--- src/hw/rtl/ccfd_pkg.sv ---
`timescale 1ns / 1ps

package ccfd_pkg;

  typedef enum logic [2:0] {
    ST_IDLE,
    ST_DEC_RD,
    ST_DEC_PROC,
    ST_DEC_ZERO,
    ST_CHECK,
    ST_EMIT_RD,
    ST_EMIT_LD
  } state_e;

  localparam logic [1:0] STATUS_INCOMPLETE = 2'd0;
  localparam logic [1:0] STATUS_COMPLETE   = 2'd1;
  localparam logic [1:0] STATUS_REJECTED   = 2'd2;

  localparam logic [7:0]  MAGIC_0     = 8'h41;
  localparam logic [7:0]  MAGIC_1     = 8'h42;
  localparam logic [7:0]  VERSION     = 8'h01;
  localparam logic [7:0]  RESERVED    = 8'h00;
  localparam logic [7:0]  CODE_FULL   = 8'hff;
  localparam logic [31:0] CRC_POLY    = 32'hedb88320;
  localparam logic [31:0] CRC_INIT    = 32'hffffffff;
  localparam logic [15:0] HDR_BYTES   = 16'd8;
  localparam logic [15:0] CRC_BYTES   = 16'd4;

  // Reflected CRC-32, one byte.
  function automatic logic [31:0] crc_byte(input logic [31:0] crc, input logic [7:0] data);
    logic [31:0] c;
    c = crc ^ {24'd0, data};
    for (int b = 0; b < 8; b++) begin
      c = c[0] ? ((c >> 1) ^ CRC_POLY) : (c >> 1);
    end
    return c;
  endfunction

endpackage

--- src/hw/rtl/ccfd_ram.sv ---
`timescale 1ns / 1ps

module ccfd_ram #(
  parameter int WIDTH = 8,
  parameter int DEPTH = 128,
  parameter int AW    = (DEPTH > 1) ? $clog2(DEPTH) : 1
) (
  input  logic             clk_i,
  input  logic             we_i,
  input  logic [AW-1:0]    waddr_i,
  input  logic [WIDTH-1:0] wdata_i,
  input  logic             re_i,
  input  logic [AW-1:0]    raddr_i,
  output logic [WIDTH-1:0] rdata_o
);

  logic [WIDTH-1:0] mem [DEPTH];
  logic [WIDTH-1:0] rdata_q;

  always_ff @(posedge clk_i) begin
    if (we_i) begin
      mem[waddr_i] <= wdata_i;
    end
    if (re_i) begin
      rdata_q <= mem[raddr_i];
    end
  end

  assign rdata_o = rdata_q;

endmodule

--- src/hw/rtl/cobs_crc_frame_decoder.sv ---
`timescale 1ns / 1ps
// Channel | Handshake                 | Fields
// in      | in_valid_i / in_stall_o   | wire_byte_i (one byte from the wire per transfer)
// out     | out_valid_o / out_stall_i | status_o, payload_byte_o, pay_len_o, last_o
//
// A nonzero byte or a delimiter that needs no decode is answered with a single result on the output register.
// A delimiter that ends a frame walks the frame memory: a read and a process step per encoded byte,
// a zero step per inserted zero, one check step, then a read and a load step per payload byte.
// Reset clears the fill count, dropping flag and control; the memories are not cleared.
// in_stall_o stays high while a frame is walked or a result is waiting on the output register.

module cobs_crc_frame_decoder
  import ccfd_pkg::*;
#(
  parameter int ENCODED_MAX_BYTES = 128,
  parameter int PAYLOAD_MAX_BYTES = 64
) (
  input  logic       clk_i,
  input  logic       rst_ni,
  input  logic       in_valid_i,
  output logic       in_stall_o,
  input  logic [7:0] wire_byte_i,
  output logic       out_valid_o,
  input  logic       out_stall_i,
  output logic [1:0] status_o,
  output logic [7:0] payload_byte_o,
  output logic [6:0] pay_len_o,
  output logic       last_o
);

  localparam int PW  = $clog2(ENCODED_MAX_BYTES + 1);
  localparam int EAW = $clog2(ENCODED_MAX_BYTES);
  localparam int PAW = (PAYLOAD_MAX_BYTES > 1) ? $clog2(PAYLOAD_MAX_BYTES) : 1;
  localparam logic [PW-1:0] FULL = PW'(ENCODED_MAX_BYTES);
  localparam logic [15:0]   PMAX = 16'(PAYLOAD_MAX_BYTES);

  state_e state_q, state_d;

  // Frame collection.
  logic [PW-1:0] fill_q, fill_d;
  logic          drop_q, drop_d;

  // Decode walk.
  logic [PW-1:0] rd_q, rd_d;
  logic [PW-1:0] pos_q, pos_d;
  logic [7:0]    cnt_q, cnt_d;
  logic          ff_q, ff_d;
  logic          fail_q, fail_d;
  logic          hdr_bad_q, hdr_bad_d;
  logic          len_hi_q, len_hi_d;
  logic [7:0]    len_q, len_d;
  logic [31:0]   crc_q, crc_d;
  logic [31:0]   rx_crc_q, rx_crc_d;
  logic [6:0]    idx_q, idx_d;

  // Output register.
  logic       out_valid_q, out_valid_d;
  logic [1:0] status_q, status_d;
  logic [7:0] pbyte_q, pbyte_d;
  logic [6:0] plen_q, plen_d;
  logic       last_q, last_d;

  // Memory ports.
  logic           enc_we, enc_re;
  logic [EAW-1:0] enc_raddr;
  logic [7:0]     enc_rdata;
  logic           pay_we, pay_re;
  logic [PAW-1:0] pay_waddr;
  logic [7:0]     pay_wdata, pay_rdata;

  logic in_xfer, out_free;
  assign out_free   = !out_valid_q || !out_stall_i;
  assign in_stall_o = !(state_q == ST_IDLE && out_free);
  assign in_xfer    = in_valid_i && !in_stall_o;

  // Walk helpers.
  logic [15:0] n16, rd1_16, pos16, pidx16, len16;
  logic        code_path, emit, block_end, ff_cur, more, cobs_bad;
  logic [7:0]  dbyte;
  logic        len_ok, frame_ok;

  assign n16    = 16'(fill_q);
  assign rd1_16 = 16'(rd_q) + 16'd1;
  assign pos16  = 16'(pos_q);
  assign pidx16 = pos16 - HDR_BYTES;
  assign len16  = {8'd0, len_q};
  assign code_path = (cnt_q == 8'd0);
  assign more   = rd1_16 < n16;
  assign cobs_bad = code_path &&
                    (enc_rdata == 8'd0 || 16'(enc_rdata) - 16'd1 > n16 - rd1_16);
  assign ff_cur = code_path ? (enc_rdata == CODE_FULL) : ff_q;
  assign block_end = code_path ? (enc_rdata == 8'd1) : (cnt_q == 8'd1);
  assign len_ok = !len_hi_q && len_q != 8'd0 && len16 <= PMAX;
  assign frame_ok = !fail_q && !hdr_bad_q && len_ok &&
                    pos16 == HDR_BYTES + len16 + CRC_BYTES &&
                    rx_crc_q == (crc_q ^ CRC_INIT);

  always_comb begin
    emit  = 1'b0;
    dbyte = 8'd0;
    if (state_q == ST_DEC_PROC && !code_path) begin
      emit  = 1'b1;
      dbyte = enc_rdata;
    end else if (state_q == ST_DEC_ZERO) begin
      emit = 1'b1;
    end
  end

  // Next state.
  always_comb begin
    state_d = state_q;
    case (state_q)
      ST_IDLE: begin
        if (in_xfer && wire_byte_i == 8'd0 && !drop_q && fill_q != '0) begin
          state_d = ST_DEC_RD;
        end
      end
      ST_DEC_RD: state_d = ST_DEC_PROC;
      ST_DEC_PROC: begin
        if (cobs_bad) begin
          state_d = ST_CHECK;
        end else if (block_end) begin
          if (!ff_cur && more) state_d = ST_DEC_ZERO;
          else if (more)       state_d = ST_DEC_RD;
          else                 state_d = ST_CHECK;
        end else begin
          state_d = more ? ST_DEC_RD : ST_CHECK;
        end
      end
      ST_DEC_ZERO: state_d = (16'(rd_q) < n16) ? ST_DEC_RD : ST_CHECK;
      ST_CHECK:    state_d = frame_ok ? ST_EMIT_RD : ST_IDLE;
      ST_EMIT_RD:  if (out_free) state_d = ST_EMIT_LD;
      ST_EMIT_LD:  state_d = (idx_q + 7'd1 == len_q[6:0]) ? ST_IDLE : ST_EMIT_RD;
      default:     state_d = ST_IDLE;
    endcase
  end

  // Datapath and outputs.
  always_comb begin
    fill_d = fill_q;  drop_d = drop_q;
    rd_d = rd_q;  pos_d = pos_q;  cnt_d = cnt_q;  ff_d = ff_q;
    fail_d = fail_q;  hdr_bad_d = hdr_bad_q;  len_hi_d = len_hi_q;  len_d = len_q;
    crc_d = crc_q;  rx_crc_d = rx_crc_q;  idx_d = idx_q;
    out_valid_d = out_valid_q && out_stall_i;
    status_d = status_q;  pbyte_d = pbyte_q;  plen_d = plen_q;  last_d = last_q;
    enc_we = 1'b0;  enc_re = 1'b0;  enc_raddr = rd_q[EAW-1:0];
    pay_we = 1'b0;  pay_re = 1'b0;
    pay_waddr = pidx16[PAW-1:0];  pay_wdata = dbyte;

    case (state_q)
      ST_IDLE: begin
        if (in_xfer) begin
          out_valid_d = 1'b1;
          status_d = STATUS_INCOMPLETE;
          pbyte_d = 8'd0;  plen_d = 7'd0;  last_d = 1'b1;
          if (wire_byte_i != 8'd0) begin
            if (!drop_q) begin
              if (fill_q == FULL) begin
                fill_d = '0;  drop_d = 1'b1;
                status_d = STATUS_REJECTED;
              end else begin
                enc_we = 1'b1;
                fill_d = fill_q + PW'(1);
              end
            end
          end else if (drop_q) begin
            drop_d = 1'b0;
          end else if (fill_q != '0) begin
            // Start the walk; the check then gives a rejection or starts the payload output.
            out_valid_d = 1'b0;
            rd_d = '0;  pos_d = '0;  cnt_d = 8'd0;  ff_d = 1'b0;
            fail_d = 1'b0;  hdr_bad_d = 1'b0;  len_hi_d = 1'b0;  len_d = 8'd0;
            crc_d = CRC_INIT;
          end
        end
      end
      ST_DEC_RD: enc_re = 1'b1;
      ST_DEC_PROC: begin
        rd_d = PW'(rd1_16);
        if (cobs_bad) begin
          fail_d = 1'b1;
        end else if (code_path) begin
          cnt_d = enc_rdata - 8'd1;
          ff_d  = ff_cur;
        end else begin
          cnt_d = cnt_q - 8'd1;
        end
      end
      ST_CHECK: begin
        fill_d = '0;
        idx_d  = 7'd0;
        if (!frame_ok) begin
          out_valid_d = 1'b1;
          status_d = STATUS_REJECTED;
          pbyte_d = 8'd0;  plen_d = 7'd0;  last_d = 1'b1;
        end
      end
      ST_EMIT_RD: pay_re = out_free;
      ST_EMIT_LD: begin
        out_valid_d = 1'b1;
        status_d = STATUS_COMPLETE;
        pbyte_d  = pay_rdata;
        plen_d   = len_q[6:0];
        last_d   = (idx_q + 7'd1 == len_q[6:0]);
        idx_d    = idx_q + 7'd1;
      end
      default: ;
    endcase

    // Consume one decoded byte: header check, length, CRC, payload store, received CRC capture.
    if (emit) begin
      pos_d = pos_q + PW'(1);
      if (pos16 < 16'd4) begin
        case (pos16[1:0])
          2'd0: if (dbyte != MAGIC_0) hdr_bad_d = 1'b1;
          2'd1: if (dbyte != MAGIC_1) hdr_bad_d = 1'b1;
          2'd2: if (dbyte != VERSION) hdr_bad_d = 1'b1;
          default: if (dbyte != RESERVED) hdr_bad_d = 1'b1;
        endcase
      end else if (pos16 < 16'd7) begin
        if (dbyte != 8'd0) len_hi_d = 1'b1;
      end else if (pos16 == 16'd7) begin
        len_d = dbyte;
      end
      if (pos16 < HDR_BYTES || pidx16 < len16) begin
        crc_d = crc_byte(crc_q, dbyte);
      end
      if (pos16 >= HDR_BYTES && pidx16 < len16 && len_ok) begin
        pay_we = 1'b1;
      end
      if (pos16 >= HDR_BYTES && pidx16 >= len16 && pidx16 < len16 + CRC_BYTES) begin
        rx_crc_d = {rx_crc_q[23:0], dbyte};
      end
    end
  end

  always_ff @(posedge clk_i or negedge rst_ni) begin
    if (!rst_ni) begin
      state_q     <= ST_IDLE;
      fill_q      <= '0;
      drop_q      <= 1'b0;
      out_valid_q <= 1'b0;
    end else begin
      state_q     <= state_d;
      fill_q      <= fill_d;
      drop_q      <= drop_d;
      out_valid_q <= out_valid_d;
    end
  end

  always_ff @(posedge clk_i) begin
    rd_q <= rd_d;  pos_q <= pos_d;  cnt_q <= cnt_d;  ff_q <= ff_d;
    fail_q <= fail_d;  hdr_bad_q <= hdr_bad_d;  len_hi_q <= len_hi_d;  len_q <= len_d;
    crc_q <= crc_d;  rx_crc_q <= rx_crc_d;  idx_q <= idx_d;
    status_q <= status_d;  pbyte_q <= pbyte_d;  plen_q <= plen_d;  last_q <= last_d;
  end

  ccfd_ram #(.WIDTH(8), .DEPTH(ENCODED_MAX_BYTES), .AW(EAW)) u_enc_ram (
    .clk_i   (clk_i),
    .we_i    (enc_we),
    .waddr_i (fill_q[EAW-1:0]),
    .wdata_i (wire_byte_i),
    .re_i    (enc_re),
    .raddr_i (enc_raddr),
    .rdata_o (enc_rdata)
  );

  ccfd_ram #(.WIDTH(8), .DEPTH(PAYLOAD_MAX_BYTES), .AW(PAW)) u_pay_ram (
    .clk_i   (clk_i),
    .we_i    (pay_we),
    .waddr_i (pay_waddr),
    .wdata_i (pay_wdata),
    .re_i    (pay_re),
    .raddr_i (idx_q[PAW-1:0]),
    .rdata_o (pay_rdata)
  );

  assign out_valid_o    = out_valid_q;
  assign status_o       = status_q;
  assign payload_byte_o = pbyte_q;
  assign pay_len_o      = plen_q;
  assign last_o         = last_q;

  a_fill_range: assert property (@(posedge clk_i) disable iff (!rst_ni)
    fill_q <= FULL) else $error("fill count past memory depth");

  a_single_last: assert property (@(posedge clk_i) disable iff (!rst_ni)
    out_valid_o && status_o != STATUS_COMPLETE |-> last_o && payload_byte_o == 8'd0 &&
    pay_len_o == 7'd0) else $error("single result malformed");

  a_accept_idle: assert property (@(posedge clk_i) disable iff (!rst_ni)
    in_xfer |-> state_q == ST_IDLE) else $error("byte taken during frame walk");

  a_emit_len: assert property (@(posedge clk_i) disable iff (!rst_ni)
    out_valid_o && status_o == STATUS_COMPLETE |-> pay_len_o != 7'd0 &&
    16'(pay_len_o) <= PMAX) else $error("completed length out of range");

endmodule
--- config.mk ---
export PLATFORM = sky130hd
export DESIGN_NAME = cobs_crc_frame_decoder
export DESIGN_NICKNAME = d
export VERILOG_FILES = /design/src/hw/rtl/ccfd_pkg.sv /design/src/hw/rtl/ccfd_ram.sv /design/src/hw/rtl/cobs_crc_frame_decoder.sv
export SDC_FILE = /design/constraint.sdc
export NUM_CORES = 2
export LEC_CHECK = 0
export BUFFER_PORTS_ARGS = -buffer_cell sky130_fd_sc_hd__buf_2
export CELL_PAD_IN_SITES_DETAIL_PLACEMENT = 0
export CELL_PAD_IN_SITES_GLOBAL_PLACEMENT = 1
export CORE_MARGIN = 2
export CORE_UTILIZATION = 60
export DETAILED_ROUTE_END_ITERATION = 7
export GPL_TIMING_DRIVEN = 1
export PLACE_DENSITY = 0.85
export SYNTH_ARGS = -nofsm -noshare
export SYNTH_HDL_FRONTEND = slang
export SYNTH_HIERARCHICAL = 1
export SYNTH_SLANG_ARGS = --single-unit
--- constraint.sdc ---
create_clock -name clk_i -period 11.56 [get_ports clk_i]
set_input_delay 0.578 -clock clk_i [delete_from_list [all_inputs] [get_ports clk_i]]
set_output_delay 0.578 -clock clk_i [all_outputs]
set_load 0.02 [all_outputs]
* After elaboration in Yosys (flattened, before gate mapping)
Memory sizes are Yosys's and may differ from the RTL's. A register that Yosys moved wholly into a read port is not among the register bits. Index checks and enable logic that the tools add are counted.
Storage, ports and cells: register bits after elaboration 138, latch bits 0, memory bits (writable) 1536, memory bits (read-only) 0, input port bits 12, output and inout port bits 20, logic and storage cells 265, memories kept 2
Memory list:
- u_enc_ram.mem | words 128, width 8, rd ports 1, clocked after Yosys merged registers in 1, write ports 1, RTL line ccfd_ram.sv:17 | logic [WIDTH-1:0] mem [DEPTH];
- u_pay_ram.mem | words 64, width 8, rd ports 1, clocked after Yosys merged registers in 1, write ports 1, RTL line ccfd_ram.sv:17
Operators by class: $add $sub $neg 12, $mul 0, div/mod/pow operators 0, magnitude comparators 11, equality and inequality tests 32, shift-type cells 0, multiplexer cells 122, bitwise logic cells 10, reductions and logical operators 57
Operators with widths (number):
- $mux 32 | 15
- $mux 8 | 24
- $not 13->14 | 8
- $mux 1 | 54
- $pmux 8 s2 | 3
- $eq 32x32->1 | 1
- $not 32->32 | 1
- $reduce_bool 8->1 | 4
- $xor 32x8->32 | 1
- $mux 3 | 9
- $logic_not 8->1 | 3
- $pmux 8 s3 | 1
- $pmux 3 s7 | 1
- $pmux 7 s3 | 1
- $logic_and 1x1->1 | 19
- $ne 2x2->1 const B | 9
- $add 8x1->8 const B | 2
- $eq 8x1->1 const B | 2
- $eq 8x8->1 const B | 2
- $ge 16x8->1 | 1
- $gt 16x16->1 | 1
- $lt 16x8->1 | 1
- $lt 16x9->1 | 1
- $lt 8x3->1 const B | 2
- other kinds (43) | 78

* Longest topological paths before layout
word-level depth 23, gate-level depth with buffers 18, mapped depth without buffers 18

* Cells and area by module
The synthesis kept the hierarchy.
Modules (own cells, without submodules):
- ccfd_ram (u_enc_ram) | instances 1, cells an instance 1635, area each 39745.6 µm², sequential area each 30989.7 µm²
- ccfd_ram (u_pay_ram) | instances 1, cells an instance 940, area each 20246.9 µm², sequential area each 15615.0 µm²
- cobs_crc_frame_decoder | instances 1, cells an instance 873, area each 8667.1 µm², sequential area each 3658.5 µm²

* Least setup slack after synthesis
Ideal clock, no wire load.
kind register to register, from reg rd_q[0], to reg cnt_q[0], enable pin, library setup time 0.375 ns, arrival 3.766 ns, data required time 11.185 ns, setup slack 7.419 ns, cell stages (with the launch flop) 16, buffers on the path 0, clock period less this slack 4.141 ns, cells stage by stage edfxtp_1 -> ha_1 -> xnor2_1 -> ha_1 -> a21o_1 -> maj3_1 -> a221oi_1 -> o31ai_1 -> xnor2_1 -> ha_1 -> o31a_1 -> o32ai_1 -> a311oi_1 -> nor2_1 -> nor2_1 -> a21oi_1
Between the ends: word-level cells in the longest chain between the ends 7
Ends and longest elaborated chain:
- from (decl) | RTL line cobs_crc_frame_decoder.sv:44 | logic [PW-1:0] rd_q, rd_d;
- from (signal assigned) | RTL line cobs_crc_frame_decoder.sv:252 | rd_q <= rd_d; pos_q <= pos_d; cnt_q <= cnt_d; ff_q <= ff_d;
- $add 8x1->9 | RTL line cobs_crc_frame_decoder.sv:83 | assign rd1_16 = 16'(rd_q) + 16'd1;
- $sub 8x9->10 | RTL line cobs_crc_frame_decoder.sv:90 | (enc_rdata == 8'd0 || 16'(enc_rdata) - 16'd1 > n16 - rd1_16);
- $gt 16x16->1 | RTL line cobs_crc_frame_decoder.sv:90
- $logic_or 1x1->1 | RTL line cobs_crc_frame_decoder.sv:90
- $logic_and 1x1->1 | RTL line cobs_crc_frame_decoder.sv:89 | assign cobs_bad = code_path &&
- $ne 2x2->1 (no line)
- $reduce_and 6->1 (no line)
- to (signal assigned) | RTL line cobs_crc_frame_decoder.sv:252
- to (decl) | RTL line cobs_crc_frame_decoder.sv:46 | logic [7:0] cnt_q, cnt_d;
Every way passes these cells. A chain may end at the register's enable or synchronous reset.

==> run summary <==
Status - finished, final reports clean
P_int - 11.8 mW
Die X - 342 um
Power per Cell Area - 220 nW/um2
WS Path Type - register to register
Net Sw Power - 4.89 mW
Synth Area in Compound Gates - 2.13%
Initial core utilization - 60.3%
Final WL - 159000 um
DR vias/cell - 6.67
Part of the cycle the worst path needs - 50.7%
Setup violators final - 0
CTS clk-pin slew, worst paths - 60 ps
Core area - 114000 um2
Clock power frac - 32.5%
Clock Sinks - 1690
Site Rows - 124
Num CTS Buffers - 165
Synthesized Nets - 3517
Data required time of the worst path - 12100 ps
Seq pwr share - 43.8%
Pins Over Slew Limit - 0
Hold WC Path Type - primary input to asynchronous set/reset pin
Main flop type after synthesis - edfxtp_1
Seq/Total Area, Yosys - 73.2%
Fill count - 7078
Synth Area in Adders - 1.06%
Post-synthesis simple-gate area fraction - 3.99%
Overflow after GRT - 0
Via count - 34700
Mux share of post-synthesis cell area - 15.8%
Max-Cap Viols - 0
Final clock skew - 34.5 ps
Worst-Skew Late Latency - 790 ps
CTS tree - done
1st-iter DRT viols - 4611
Switching share of power - 29.2%
Max_slew headroom - 7.00%
Pre-antenna DRT Iters - 6
Nets@finish - 3611
Netlist cell types - 79
DRC - 0
Post-synth EDFFs - 1635
Critical path endpoint category - register
CTS resizes - 0
Die ar. - 117000 um2
Vias in the first global route - 35100
Die H - 342 um
RSZ-0062 raised after global routing - false
Dpl hpwl - 95100 um
Largest family of logic cells by synthesized area - multiplexers
Syn Inst Count - 3448
Synth Cell Area - 68700 um2
Hold Fails Final Rpt - 0
FMAX - 171 MHz
Final WS setup - 5700 ps
Layout area overhead - 10.6%
Part of the power in combinational logic - 23.7%
Flop2flop setup slack - 5700 ps
Antenna violations before repair - 1
I/O pins - 32
Crit start category - register
Avg Cell Area, Syn - 19.9 um2
Clock root buffer - clkbuf_16
GP Congestion - 0.860
Worst-Margin Slew - 1380 ps
#FFs+latches synth - 1690
Routed Antenna Nets - 0
Maximum vdd drop - 0.174 mV
CTS Buffer Depth - 3
CP arrival - 6390 ps
First-pass GRT wire length - 237000 um
Crit Path Max Fanout - 53
CTS HTree Levels - 4
Post-Synth XOR/XNOR Area - 2.27%
Final critical-path required period - 5860 ps
WL/cell - 30.7 um
Largest net degree at the start of global routing - 108
Setup TNS - 0 ps
Buffers on Ports - 31
Leakage power - 24.1 nW
Dpl ws - 5600 ps
Total GRT Usage - 27.7%
Share of cells above drive strength 1 - 23.5%
Syn. warnings - 6
Ys async rst share - 0.769%
## critical path, cell delays in order (launching register included)
cell      delay (ps)
edfxtp_1         340
buf_4            690
buf_4            910
buf_4            710
buf_4            840
mux4_2           620
mux4_2           570
mux4_2           480
mux2_2           280
## final timing paths
| kind | startpoint | end | cells past startpoint |
|---|---|---|---|
| hold / removal | rst_ni | out_valid_o | 2 |
| max in group asynchronous | rst_ni | fill_q[6] | 2 |
| setup / recovery | rd_q[0] | u_enc_ram/rdata_o[2] | 8 |
| hold reg to reg | rx_crc_q[19] | rx_crc_q[27] | 0 |
| min in group clk_i | wire_byte_i[6] | u_enc_ram/mem[61][6] | 1 |
| setup reg to reg | rd_q[0] | u_enc_ram/rdata_o[2] | 8 |
## routing by layer
layer | part of all wire, % | track usage [%] | vias to the layer above | wire length [um]
met5 | 0 | 0 | - | 0
met4 | 4.2 | 10.8 | 0 | 6670
met3 | 8.8 | 4.63 | 324 | 14000
met2 | 50 | 45.2 | 1988 | 79400
met1 | 37 | 38.1 | 18100 | 59500
li1 | - | - | 14300 | -
## metrics by stage
step | hold WS [ps] | util (%) | total power [mW] | instances | instance area [um2]
global placement | 452 | 61.8 | 11.3 | 4886 | 70400
floorplan | 282 | - | 10.2 | 3448 | 68700
finish | 259 | 66.7 | 16.7 | 5197 | 76000
global route | 249 | 66.7 | 17.3 | 5195 | 75900
detailed placement | 457 | 61.8 | 11.4 | 4886 | 70400
CTS | 225 | 66.7 | 16.8 | 5195 | 75900
## power by group through the flow
| stage | clock network, mW | logic (mW) | registers, mW |
|---|---|---|---|
| floorplan | 0 | 2.84 | 7.35 |
| global placement | 0 | 3.82 | 7.43 |
| detailed placement | 0 | 3.92 | 7.44 |
| CTS | 5.50 | 3.98 | 7.32 |
| global route | 5.71 | 4.23 | 7.34 |
| finish | 5.43 | 3.97 | 7.32 |
## sequential cells by signal, indices dropped and copies added, names as in the netlist, 32 cells and up
register	cells
u_pay_ram/mem	512
u_enc_ram/mem	1024
rx_crc_q	32
crc_q	32
## synthesized netlist by cell type (all sizes together), types with 4 or more instances
cell	instances	area (um2)
edfxtp	1635	49100
mux4	462	10400
nor2	280	1050
clkbuf	90	338
xnor2	86	817
buf	83	515
nand2	77	292
xor2	77	719
nor3	64	320
nand3	57	285
ha	56	701
a21oi	52	264
inv	48	180
dfxtp	42	841
o21ai	39	195
nor2b	27	169
mux2i	23	230
mux2	21	236
nand4	21	131
and3	20	125
a211oi	18	165
nor4	14	103
dfrtp	13	325
nand2b	13	81.3
o22ai	10	62.6
o21a	9	67.6
o221ai	8	70.1
o31ai	8	60.1
a21o	7	52.6
a221oi	7	61.3
a31oi	6	37.5
o41ai	6	52.6
or3	5	31.3
a22o	4	35.0
a22oi	4	30.0
nand3b	4	30.0
o32ai	4	35.0
## cell families after synthesis
logic type      after synthesis
compound gates              212
mux                         506
buf+inv                     221
flops                      1690
simple gates                597
xor+xnor                    164
fa+ha+maj                    58
## repair_timing
item                                   4_1_cts  5_1_grt
setup buffers                                0        0
hold buffers                                 1        0
endpoints found under the hold margin       13        0
setup endpoints to repair                    0        0
## layout by cell type (no fill, tap or decap), types with 30 or more instances in the layout
cell type / count
ha_1: 56
clkbuf_16: 169
nand3_1: 57
xor2_1: 71
inv_1: 45
o21ai_0: 35
nor2_1: 280
edfxtp_1: 1635
mux4_2: 462
nand2_1: 76
clkinv_2: 30
buf_4: 75
nor3_1: 64
a21oi_1: 50
clkbuf_1: 31
clkinv_1: 30
dfxtp_1: 42
xnor2_1: 79
## cell type report
type                            count  area (um2)  area share [%]
Sequential cell                  1690       50300            66.2
Multi-Input combinational cell   1537       17400            22.9
Clock buffer                      203        4390            5.78
Tap cell                         1512        1890            2.49
Clock inverter                    105        1130            1.49
Timing Repair Buffer              100         708           0.932
Inverter                           48         180           0.237
Antenna cell                        2        5.00         0.00659
Note: power is estimated with default switching activity, not from simulation.
